`src/hdl/spe_pkg.sv`:
```
// Shared types and constants of the postfix stack evaluator.
`default_nettype none

package spe_pkg;

  // Data word and result field widths.
  localparam int DATA_W = 32;
  localparam int OPCODE_W = 3;
  localparam int DEPTH_W = 6;
  localparam int STATUS_W = 2;

  // Default number of stack cells and the most entries one dump returns.
  localparam int DEFAULT_STACK_DEPTH = 32;
  localparam int MAX_OUT = 32;

  // Token opcodes.
  localparam logic [OPCODE_W-1:0] OP_PUSH = 3'd0;
  localparam logic [OPCODE_W-1:0] OP_ADD  = 3'd1;
  localparam logic [OPCODE_W-1:0] OP_SUB  = 3'd2;
  localparam logic [OPCODE_W-1:0] OP_MUL  = 3'd3;
  localparam logic [OPCODE_W-1:0] OP_DIV  = 3'd4;
  localparam logic [OPCODE_W-1:0] OP_DUMP = 3'd5;

  // Result status codes.
  localparam logic [STATUS_W-1:0] ST_OK    = 2'd0;
  localparam logic [STATUS_W-1:0] ST_UNDER = 2'd1;
  localparam logic [STATUS_W-1:0] ST_OVER  = 2'd2;
  localparam logic [STATUS_W-1:0] ST_DIVZ  = 2'd3;

  // Stack cell moves: keep, take from the cell above, take from the cell below.
  localparam int CELL_MODE_W = 2;
  localparam logic [CELL_MODE_W-1:0] CELL_HOLD = 2'd0;
  localparam logic [CELL_MODE_W-1:0] CELL_DOWN = 2'd1;
  localparam logic [CELL_MODE_W-1:0] CELL_UP   = 2'd2;

  // One input token.
  typedef struct packed {
    logic [OPCODE_W-1:0]      opcode;
    logic signed [DATA_W-1:0] operand_value;
  } token_t;

  // One result item.
  typedef struct packed {
    logic signed [DATA_W-1:0] value;
    logic [DEPTH_W-1:0]       stack_depth;
    logic [STATUS_W-1:0]      status;
    logic                     last_result;
  } result_t;

endpackage

`default_nettype wire

```
`src/hdl/spe_cell.sv`:
```
// One stack cell: holds one entry and moves it to or from its neighbors.
`default_nettype none

module spe_cell
  import spe_pkg::*;
(
  input  wire logic                   clk,
  input  wire logic [CELL_MODE_W-1:0] mode,
  input  wire logic [DATA_W-1:0]      data_above,
  input  wire logic [DATA_W-1:0]      data_below,
  output logic [DATA_W-1:0]           data
);

  // Entry register; the mode picks which neighbor it takes from.
  always_ff @(posedge clk) begin
    case (mode)
      CELL_DOWN: data <= data_above;
      CELL_UP:   data <= data_below;
      default:   data <= data;
    endcase
  end

endmodule

`default_nettype wire

```
`src/hdl/spe_div.sv`:
```
// Iterative signed divider, one quotient bit per cycle, truncating toward zero.
`default_nettype none

module spe_div
  import spe_pkg::*;
(
  input  wire logic              clk,
  input  wire logic              rst,
  input  wire logic              start,
  input  wire logic [DATA_W-1:0] dividend,
  input  wire logic [DATA_W-1:0] divisor,
  output logic                   done,
  output logic [DATA_W-1:0]      quotient
);

  localparam int ITER_W = $clog2(DATA_W);

  logic              busy;
  logic [ITER_W-1:0] count;
  logic [DATA_W-1:0] rem;
  logic [DATA_W-1:0] quo;
  logic [DATA_W-1:0] dvs;
  logic              neg;

  logic              dividend_neg;
  logic              divisor_neg;
  logic [DATA_W-1:0] dividend_mag;
  logic [DATA_W-1:0] divisor_mag;
  logic [DATA_W:0]   shifted;
  logic [DATA_W:0]   diff;

  // Magnitudes and sign of the operands.
  always_comb begin
    dividend_neg = dividend[DATA_W-1];
    divisor_neg  = divisor[DATA_W-1];
    dividend_mag = dividend_neg ? (DATA_W'(0) - dividend) : dividend;
    divisor_mag  = divisor_neg ? (DATA_W'(0) - divisor) : divisor;
  end

  // Restoring step: bring down the next dividend bit and try a subtract.
  always_comb begin
    shifted = {rem, quo[DATA_W-1]};
    diff    = shifted - {1'b0, dvs};
  end

  always_ff @(posedge clk) begin
    if (rst) begin
      busy <= 1'b0;
      done <= 1'b0;
    end else if (start) begin
      busy  <= 1'b1;
      done  <= 1'b0;
      count <= '0;
      rem   <= '0;
      quo   <= dividend_mag;
      dvs   <= divisor_mag;
      neg   <= dividend_neg ^ divisor_neg;
    end else if (busy) begin
      if (!diff[DATA_W]) begin
        rem <= diff[DATA_W-1:0];
        quo <= {quo[DATA_W-2:0], 1'b1};
      end else begin
        rem <= shifted[DATA_W-1:0];
        quo <= {quo[DATA_W-2:0], 1'b0};
      end
      count <= count + ITER_W'(1);
      if (count == ITER_W'(DATA_W - 1)) begin
        busy <= 1'b0;
        done <= 1'b1;
      end
    end else begin
      done <= 1'b0;
    end
  end

  // Apply the sign of the quotient.
  assign quotient = neg ? (DATA_W'(0) - quo) : quo;

endmodule

`default_nettype wire

```
`src/hdl/postfix_stack_evaluator.sv`:
```
// Top level of the postfix stack evaluator: control, stack cells, ALU and divider.
`default_nettype none

// Evaluates postfix tokens one at a time on a stack built as a row of
// STACK_DEPTH cells, where cell 0 is the top and every push, pop or rotation
// moves all entries by one cell at once. A push or an ignored opcode passes
// from the idle state through the execute state; add, subtract and multiply
// then also pass the apply state, and divide waits in the divide-wait state
// for the divider, which produces one quotient bit per cycle, before the apply
// state. A dump of a non-empty stack rotates the whole cell row once around,
// waiting while the result side stalls, and leaves the stack as it found it. A
// result waits in an output register, and the next token is taken while it
// waits. Errors leave the stack unchanged and are reported in the status field
// of the single result.
module postfix_stack_evaluator
  import spe_pkg::*;
#(
  parameter int STACK_DEPTH = DEFAULT_STACK_DEPTH
) (
  input  wire logic    clk,
  input  wire logic    rst,
  input  wire logic    token_valid,
  output logic         token_ready,
  input  wire token_t  token,
  output logic         result_valid,
  input  wire logic    result_ready,
  output result_t      result
);

  localparam int SP_W  = $clog2(STACK_DEPTH + 1);
  localparam int CNT_W = $clog2(STACK_DEPTH);
  localparam int N_W   = 7;

  localparam logic [2:0] S_IDLE  = 3'd0;
  localparam logic [2:0] S_EXEC  = 3'd1;
  localparam logic [2:0] S_DIVW  = 3'd2;
  localparam logic [2:0] S_APPLY = 3'd3;
  localparam logic [2:0] S_DUMP  = 3'd4;

  logic [2:0]          state, state_next;
  logic [SP_W-1:0]     sp, sp_next;
  logic [CNT_W-1:0]    cnt, cnt_next;
  logic [OPCODE_W-1:0] opcode;
  logic [DATA_W-1:0]   operand;
  logic [DATA_W-1:0]   alu_res, alu_res_next;
  logic                alu_load;

  logic [CELL_MODE_W-1:0] mode_top, mode_rest;
  logic [DATA_W-1:0]      load_val;
  logic [DATA_W-1:0]      cell_data [STACK_DEPTH];

  logic                out_free;
  logic                out_load;
  result_t             result_next;

  logic                div_start;
  logic                div_done;
  logic [DATA_W-1:0]   div_quotient;

  logic [DATA_W-1:0]   right;
  logic [DATA_W-1:0]   left;
  logic [DATA_W-1:0]   top;
  logic [DATA_W-1:0]   alu_out;
  logic [N_W-1:0]      dump_n;
  logic                dump_emit;

  // Row of stack cells; the top takes load_val, the bottom wraps to the top.
  for (genvar i = 0; i < STACK_DEPTH; i++) begin : g_cell
    logic [DATA_W-1:0] above;
    logic [DATA_W-1:0] below;
    if (i == 0) begin : g_top
      assign above = load_val;
    end else begin : g_mid
      assign above = cell_data[i-1];
    end
    if (i == STACK_DEPTH - 1) begin : g_bot
      assign below = cell_data[0];
    end else begin : g_up
      assign below = cell_data[i+1];
    end
    spe_cell u_cell (
      .clk        (clk),
      .mode       ((i == 0) ? mode_top : mode_rest),
      .data_above (above),
      .data_below (below),
      .data       (cell_data[i])
    );
  end

  spe_div u_div (
    .clk      (clk),
    .rst      (rst),
    .start    (div_start),
    .dividend (left),
    .divisor  (right),
    .done     (div_done),
    .quotient (div_quotient)
  );

  // Operands and add, subtract, multiply on the two top cells.
  always_comb begin
    right = cell_data[0];
    left  = cell_data[1];
    top   = (sp == '0) ? '0 : cell_data[0];
    case (opcode)
      OP_ADD:  alu_out = left + right;
      OP_SUB:  alu_out = left - right;
      default: alu_out = left * right;
    endcase
  end

  // Number of entries a dump returns and whether this rotation step emits one.
  always_comb begin
    dump_n    = (N_W'(sp) > N_W'(MAX_OUT)) ? N_W'(MAX_OUT) : N_W'(sp);
    dump_emit = N_W'(cnt) < dump_n;
  end

  assign out_free    = !result_valid || result_ready;
  assign token_ready = (state == S_IDLE) && !rst;

  // Sequencer for one token.
  always_comb begin
    state_next   = state;
    sp_next      = sp;
    cnt_next     = cnt;
    mode_top     = CELL_HOLD;
    mode_rest    = CELL_HOLD;
    load_val     = operand;
    out_load     = 1'b0;
    result_next  = '{value: top, stack_depth: DEPTH_W'(sp), status: ST_OK,
                     last_result: 1'b1};
    div_start    = 1'b0;
    alu_load     = 1'b0;
    alu_res_next = alu_out;
    case (state)
      S_IDLE: begin
        if (token_valid) begin
          state_next = S_EXEC;
        end
      end
      S_EXEC: begin
        case (opcode)
          OP_PUSH: begin
            if (out_free) begin
              out_load   = 1'b1;
              state_next = S_IDLE;
              if (sp == SP_W'(STACK_DEPTH)) begin
                result_next.status = ST_OVER;
              end else begin
                mode_top                = CELL_DOWN;
                mode_rest               = CELL_DOWN;
                sp_next                 = sp + SP_W'(1);
                result_next.value       = operand;
                result_next.stack_depth = DEPTH_W'(sp + SP_W'(1));
              end
            end
          end
          OP_ADD, OP_SUB, OP_MUL, OP_DIV: begin
            if (sp < SP_W'(2)) begin
              if (out_free) begin
                out_load           = 1'b1;
                result_next.status = ST_UNDER;
                state_next         = S_IDLE;
              end
            end else if (opcode == OP_DIV) begin
              if (right == '0) begin
                if (out_free) begin
                  out_load           = 1'b1;
                  result_next.status = ST_DIVZ;
                  state_next         = S_IDLE;
                end
              end else begin
                div_start  = 1'b1;
                state_next = S_DIVW;
              end
            end else begin
              alu_load   = 1'b1;
              state_next = S_APPLY;
            end
          end
          OP_DUMP: begin
            if (sp == '0) begin
              if (out_free) begin
                out_load   = 1'b1;
                state_next = S_IDLE;
              end
            end else begin
              cnt_next   = '0;
              state_next = S_DUMP;
            end
          end
          default: begin
            // Unused opcodes report the current top and depth.
            if (out_free) begin
              out_load   = 1'b1;
              state_next = S_IDLE;
            end
          end
        endcase
      end
      S_DIVW: begin
        if (div_done) begin
          alu_load     = 1'b1;
          alu_res_next = div_quotient;
          state_next   = S_APPLY;
        end
      end
      S_APPLY: begin
        // Pop both operands and push the result in one move of the row.
        if (out_free) begin
          mode_top                = CELL_DOWN;
          mode_rest               = CELL_UP;
          load_val                = alu_res;
          sp_next                 = sp - SP_W'(1);
          out_load                = 1'b1;
          result_next.value       = alu_res;
          result_next.stack_depth = DEPTH_W'(sp - SP_W'(1));
          state_next              = S_IDLE;
        end
      end
      S_DUMP: begin
        // Rotate the row once around, emitting the top entry until dump_n entries are out.
        if (!dump_emit || out_free) begin
          mode_top  = CELL_UP;
          mode_rest = CELL_UP;
          if (dump_emit) begin
            out_load                = 1'b1;
            result_next.value       = cell_data[0];
            result_next.last_result = (N_W'(cnt) + N_W'(1)) == dump_n;
          end
          if (cnt == CNT_W'(STACK_DEPTH - 1)) begin
            state_next = S_IDLE;
          end else begin
            cnt_next = cnt + CNT_W'(1);
          end
        end
      end
      default: begin
        state_next = S_IDLE;
      end
    endcase
  end

  // Control state.
  always_ff @(posedge clk) begin
    if (rst) begin
      state        <= S_IDLE;
      sp           <= '0;
      cnt          <= '0;
      result_valid <= 1'b0;
    end else begin
      state <= state_next;
      sp    <= sp_next;
      cnt   <= cnt_next;
      if (out_load) begin
        result_valid <= 1'b1;
      end else if (result_ready) begin
        result_valid <= 1'b0;
      end
    end
  end

  // Token capture, ALU result and output item registers.
  always_ff @(posedge clk) begin
    if (token_valid && token_ready) begin
      opcode  <= token.opcode;
      operand <= token.operand_value;
    end
    if (alu_load) begin
      alu_res <= alu_res_next;
    end
    if (out_load) begin
      result <= result_next;
    end
  end

endmodule

`default_nettype wire

```
`config.mk`:
```
export PLATFORM = sky130hd
export DESIGN_NAME = postfix_stack_evaluator
export DESIGN_NICKNAME = d
export VERILOG_FILES = /design/src/hdl/spe_pkg.sv /design/src/hdl/spe_cell.sv /design/src/hdl/spe_div.sv /design/src/hdl/postfix_stack_evaluator.sv
export SDC_FILE = /design/constraint.sdc
export NUM_CORES = 2
export LEC_CHECK = 0
export BUFFER_PORTS_ARGS = -buffer_cell sky130_fd_sc_hd__buf_2
export CAP_MARGIN = 20
export CORE_ASPECT_RATIO = 1.25
export CORE_MARGIN = 2
export CORE_UTILIZATION = 45
export CTS_CLUSTER_DIAMETER = 200
export CTS_CLUSTER_SIZE = 20
export DETAILED_ROUTE_END_ITERATION = 16
export SLEW_MARGIN = 20
export SYNTH_ARGS = -nofsm -noshare
export SYNTH_HDL_FRONTEND = slang
export SYNTH_SLANG_ARGS = --single-unit
```
`constraint.sdc`:
```
create_clock -name clk -period 28.8 [get_ports clk]
set_clock_uncertainty 0.15 [all_clocks]
set_input_delay 4.32 -clock clk [delete_from_list [all_inputs] [get_ports clk]]
set_output_delay 4.32 -clock clk [all_outputs]
set_load 0.05 [all_outputs]
```
==> results.py <==
metrics = {
    "outcome": {
        "status": "finished clean",
    },
    "worst_setup_path": {
        "crit_family": "buffers and inverters",
        "path_max_fanout": 86,
        "slowest_delay_ns": 0.92,
        "reg2reg_depth": 22,
        "cp.required_ns": 29.12,
        "critPathKind": "primary input to flip-flop",
        "path_buf_inv": 8,
        "rr_endpoint": "g_cell[10].u_cell.data[0]",
        "crit_arrival_ns": 11.39,
        "path_common_cell": "buf_4",
        "r2r-start": "sp[0]",
        "cp-start-kind": "primary input",
        "end_kind": "flip-flop",
        "slowest_stage": "buf_4",
        "r2r_slack_ns": 19.75,
        "crit_path_cell_trace": "buf_2 > nand2b_1 > nand3_2 > buf_4 > nand2_1 > ha_4 > buf_4 > buf_4 > buf_4 > buf_4 > buf_4 > buf_4 > mux2_2",
    },
    "clocking": {
        "numCtsBuffers": 72,
        "cts_max_path_buffers": 3,
        "htreeDepth": 3,
        "clk_pin_slew_ns": 0.09,
        "clk_latency_ns": 0.75,
        "clock_sinks": 1251,
        "post_cts_buffers": 0,
        "cts_resized": 0,
        "postCtsHoldBufs": 0,
        "root_buffer": "clkbuf_16",
        "cts_tree": "built",
    },
    "place": {
        "globalplace.congestion": 0.882,
        "numPortBuffers": 81,
        "place_ws_ns": 17.02,
        "dp_hpwl_mm": 105,
    },
    "logic_synthesis": {
        "synth_top_area_share_pct": 50.0,
        "synth_top_family_by_area": "multiplexers",
        "synthXorXnorAreaFrac_pct": 3.12,
        "synth_compound_gate_area_share_pct": 4.56,
        "synthTopCellsByCount": "edfxtp_1, mux2_2, inv_1, nand2_1, fa_1",
        "yosys_warnings": 0,
        "synth-adder-area-share_pct": 14.5,
        "synth_fp_nets": 6276,
        "synthFlopType": "edfxtp_1",
        "ys_ff_latch": 1251,
        "ys_seq_area_share_pct": 50.4,
        "yosys.cell_count.top_type": "edfxtp_1",
        "synth.avg_cell_area_um2": 13.2,
        "synthMuxAreaShare_pct": 15.8,
        "yosysTopAreaCell": "edfxtp_1",
        "async_flop_share_pct": 0,
        "synthTopCellsByArea": "edfxtp_1, mux2_2, fa_1, ha_1, and2_1",
        "syn_area_um2": 74200,
        "synth_cell_types": 71,
        "synthCells": 5624,
        "yosys.area_share.simple_pct": 7.47,
        "synth_edf_count": 1234,
    },
    "drt": {
        "drtIter0Drc": 3612,
        "vias_per_cell": 5.49,
        "vias": 42600,
        "drt-total-wl_mm": 157,
        "drc": 0,
        "drtPass1Iterations": 10,
        "ant_nets": 0,
        "avgRoutedWirePerCell_um": 20.3,
    },
    "sta": {
        "fin_crit_ns": 11.06,
        "final.setup.worst_slack_ns": 17.74,
        "setup_violations": 0,
        "finalHoldViolCount": 0,
        "max_slew_margin_pct": 17.8,
        "max_freq_ghz": 0.0904,
        "rsz0062_at_grt": "no",
        "slew_violations": 0,
        "worst_pin_slew_ns": 1.23,
        "finalCritPeriodShare_pct": 38.4,
        "setup_tns_ns": 0,
    },
    "floorplanning": {
        "die_area_um2": 168000,
        "start_util_pct": 45.3,
        "ios": 82,
        "num_rows": 166,
        "core_region_area_um2": 164000,
        "dieWidth_um": 367,
        "dieHeight_um": 458,
    },
    "global_routing": {
        "antenna_found_initial": 4,
        "grt.total_usage_pct": 18.7,
        "grt.overflow.total": 0,
        "use_met2_pct": 31.5,
        "grt_max_degree": 189,
        "grt_pass1_vias": 44000,
        "grt.busiest_layer": "met2",
        "gr-usage-met3_pct": 2.47,
        "grt_pass1_wl_mm": 249,
        "grt_use_met1_pct": 24.7,
    },
    "finish": {
        "syn_to_final_growth_pct": 6.47,
        "ff_latch_area_um2": 37400,
        "drive_gt1_share_pct": 23.4,
        "nFillCells": 14700,
        "multi_input_area_um2": 33800,
        "fin_nets": 6207,
    },
    "worst_hold_path": {
        "hold_depth": 1,
        "min_to": "u_div.done",
        "hp-class": "flip-flop to flip-flop",
        "hold_start": "u_div.busy",
    },
    "pwr": {
        "power.density_nw_per_um2": 65.5,
        "leakage_nw": 28.9,
        "ir_worst_vdd_mv": 0.100,
    },
    "job": {
        "cap_violations": 0,
    },
}
placed cells by master (no fill, tap or decap), drive strengths merged, types with 14 or more instances in the layout:
master | synthesis | layout
a211oi | 29 | 29
a21o | 25 | 25
a21oi | 116 | 116
a222oi | 32 | 32
and2 | 315 | 315
and3 | 17 | 17
buf | 20 | 183
clkbuf | 306 | 79
dfxtp | 17 | 17
edfxtp | 1234 | 1234
fa | 410 | 410
ha | 203 | 203
inv | 485 | 488
mux2 | 988 | 988
mux2i | 61 | 61
nand2 | 425 | 425
nand2b | 26 | 26
nand3 | 27 | 27
nor2 | 142 | 142
nor2b | 21 | 21
nor3 | 43 | 43
o21a | 18 | 18
o21ai | 160 | 160
o31ai | 38 | 38
or2 | 14 | 14
or3 | 31 | 31
xnor2 | 151 | 151
xor2 | 113 | 113
how the worst max path moves through the flow:
stage	endpoint	from	slack, ns	cells after the start
4_1_cts	g_cell[10].u_cell.data[0]	result_ready	17.79	13
5_1_grt	g_cell[16].u_cell.data[0]	result_ready	17.23	13
3_3_place_gp	g_cell[4].u_cell.data[0]	result_ready	17.10	13
3_5_place_dp	g_cell[10].u_cell.data[0]	result_ready	17.02	13
6_report	g_cell[10].u_cell.data[0]	result_ready	17.74	13
2_1_floorplan	g_cell[10].u_cell.data[0]	result_ready	2.24	8
logic make-up (layout without fill, tap and decap cells):
family,Yosys count,count (layout)
fa+ha+maj,613,613
xor+xnor,264,264
other cells,0,3
mux,1049,1049
compound gates,522,522
flops,1251,1251
buf+inv,811,754
simple gates,1114,1114
state kept, by name (all words and copies together), names as in the netlist, 5 cells and up:
| register | count |
|---|---|
| alu_res | 32 |
| cnt | 5 |
| g_cell.u_cell.data | 1024 |
| operand | 32 |
| result | 41 |
| sp | 6 |
| u_div.count | 5 |
| u_div.dvs | 32 |
| u_div.quo | 32 |
| u_div.rem | 32 |
layer usage:
metal  share of wire, %  routed length, um
met1                 43              67300
met2                 49              77300
met3                4.6               7290
met4                3.3               5130
met5                  0                  0
stage by stage:
stage / instance area (um^2) / power [mW] / instances / utilization, % / hold slack [ns]
global placement: 76900 / 4.13 / 7664 / 47.0 / 0.320
CTS: 78900 / 5.23 / 7750 / 48.2 / 0.347
finish: 79000 / 5.17 / 7754 / 48.2 / 0.342
global route: 79000 / 5.43 / 7752 / 48.2 / 0.367
detailed placement: 76900 / 4.14 / 7664 / 47.0 / 0.329
floorplan: 74200 / 3.53 / 5624 / - / 0.312
power by group:
group          internal [mW]  leakage [nW]  switching [mW]
sequential              2.09          11.3          0.0233
combinational          0.791          16.6            1.20
clock                  0.465         0.966           0.600
final cells by class:
type                    count  share of cell area, %
clock inverters             7                  0.176
inverters                 485                   2.32
flip-flops and latches   1251                   47.4
diodes                      3                0.00951
clock buffers              79                   2.34
repair buffers            183                   1.53
well taps                2184                   3.46
multi-input cells        3562                   42.8
Power figures use the tool's default switching activity.
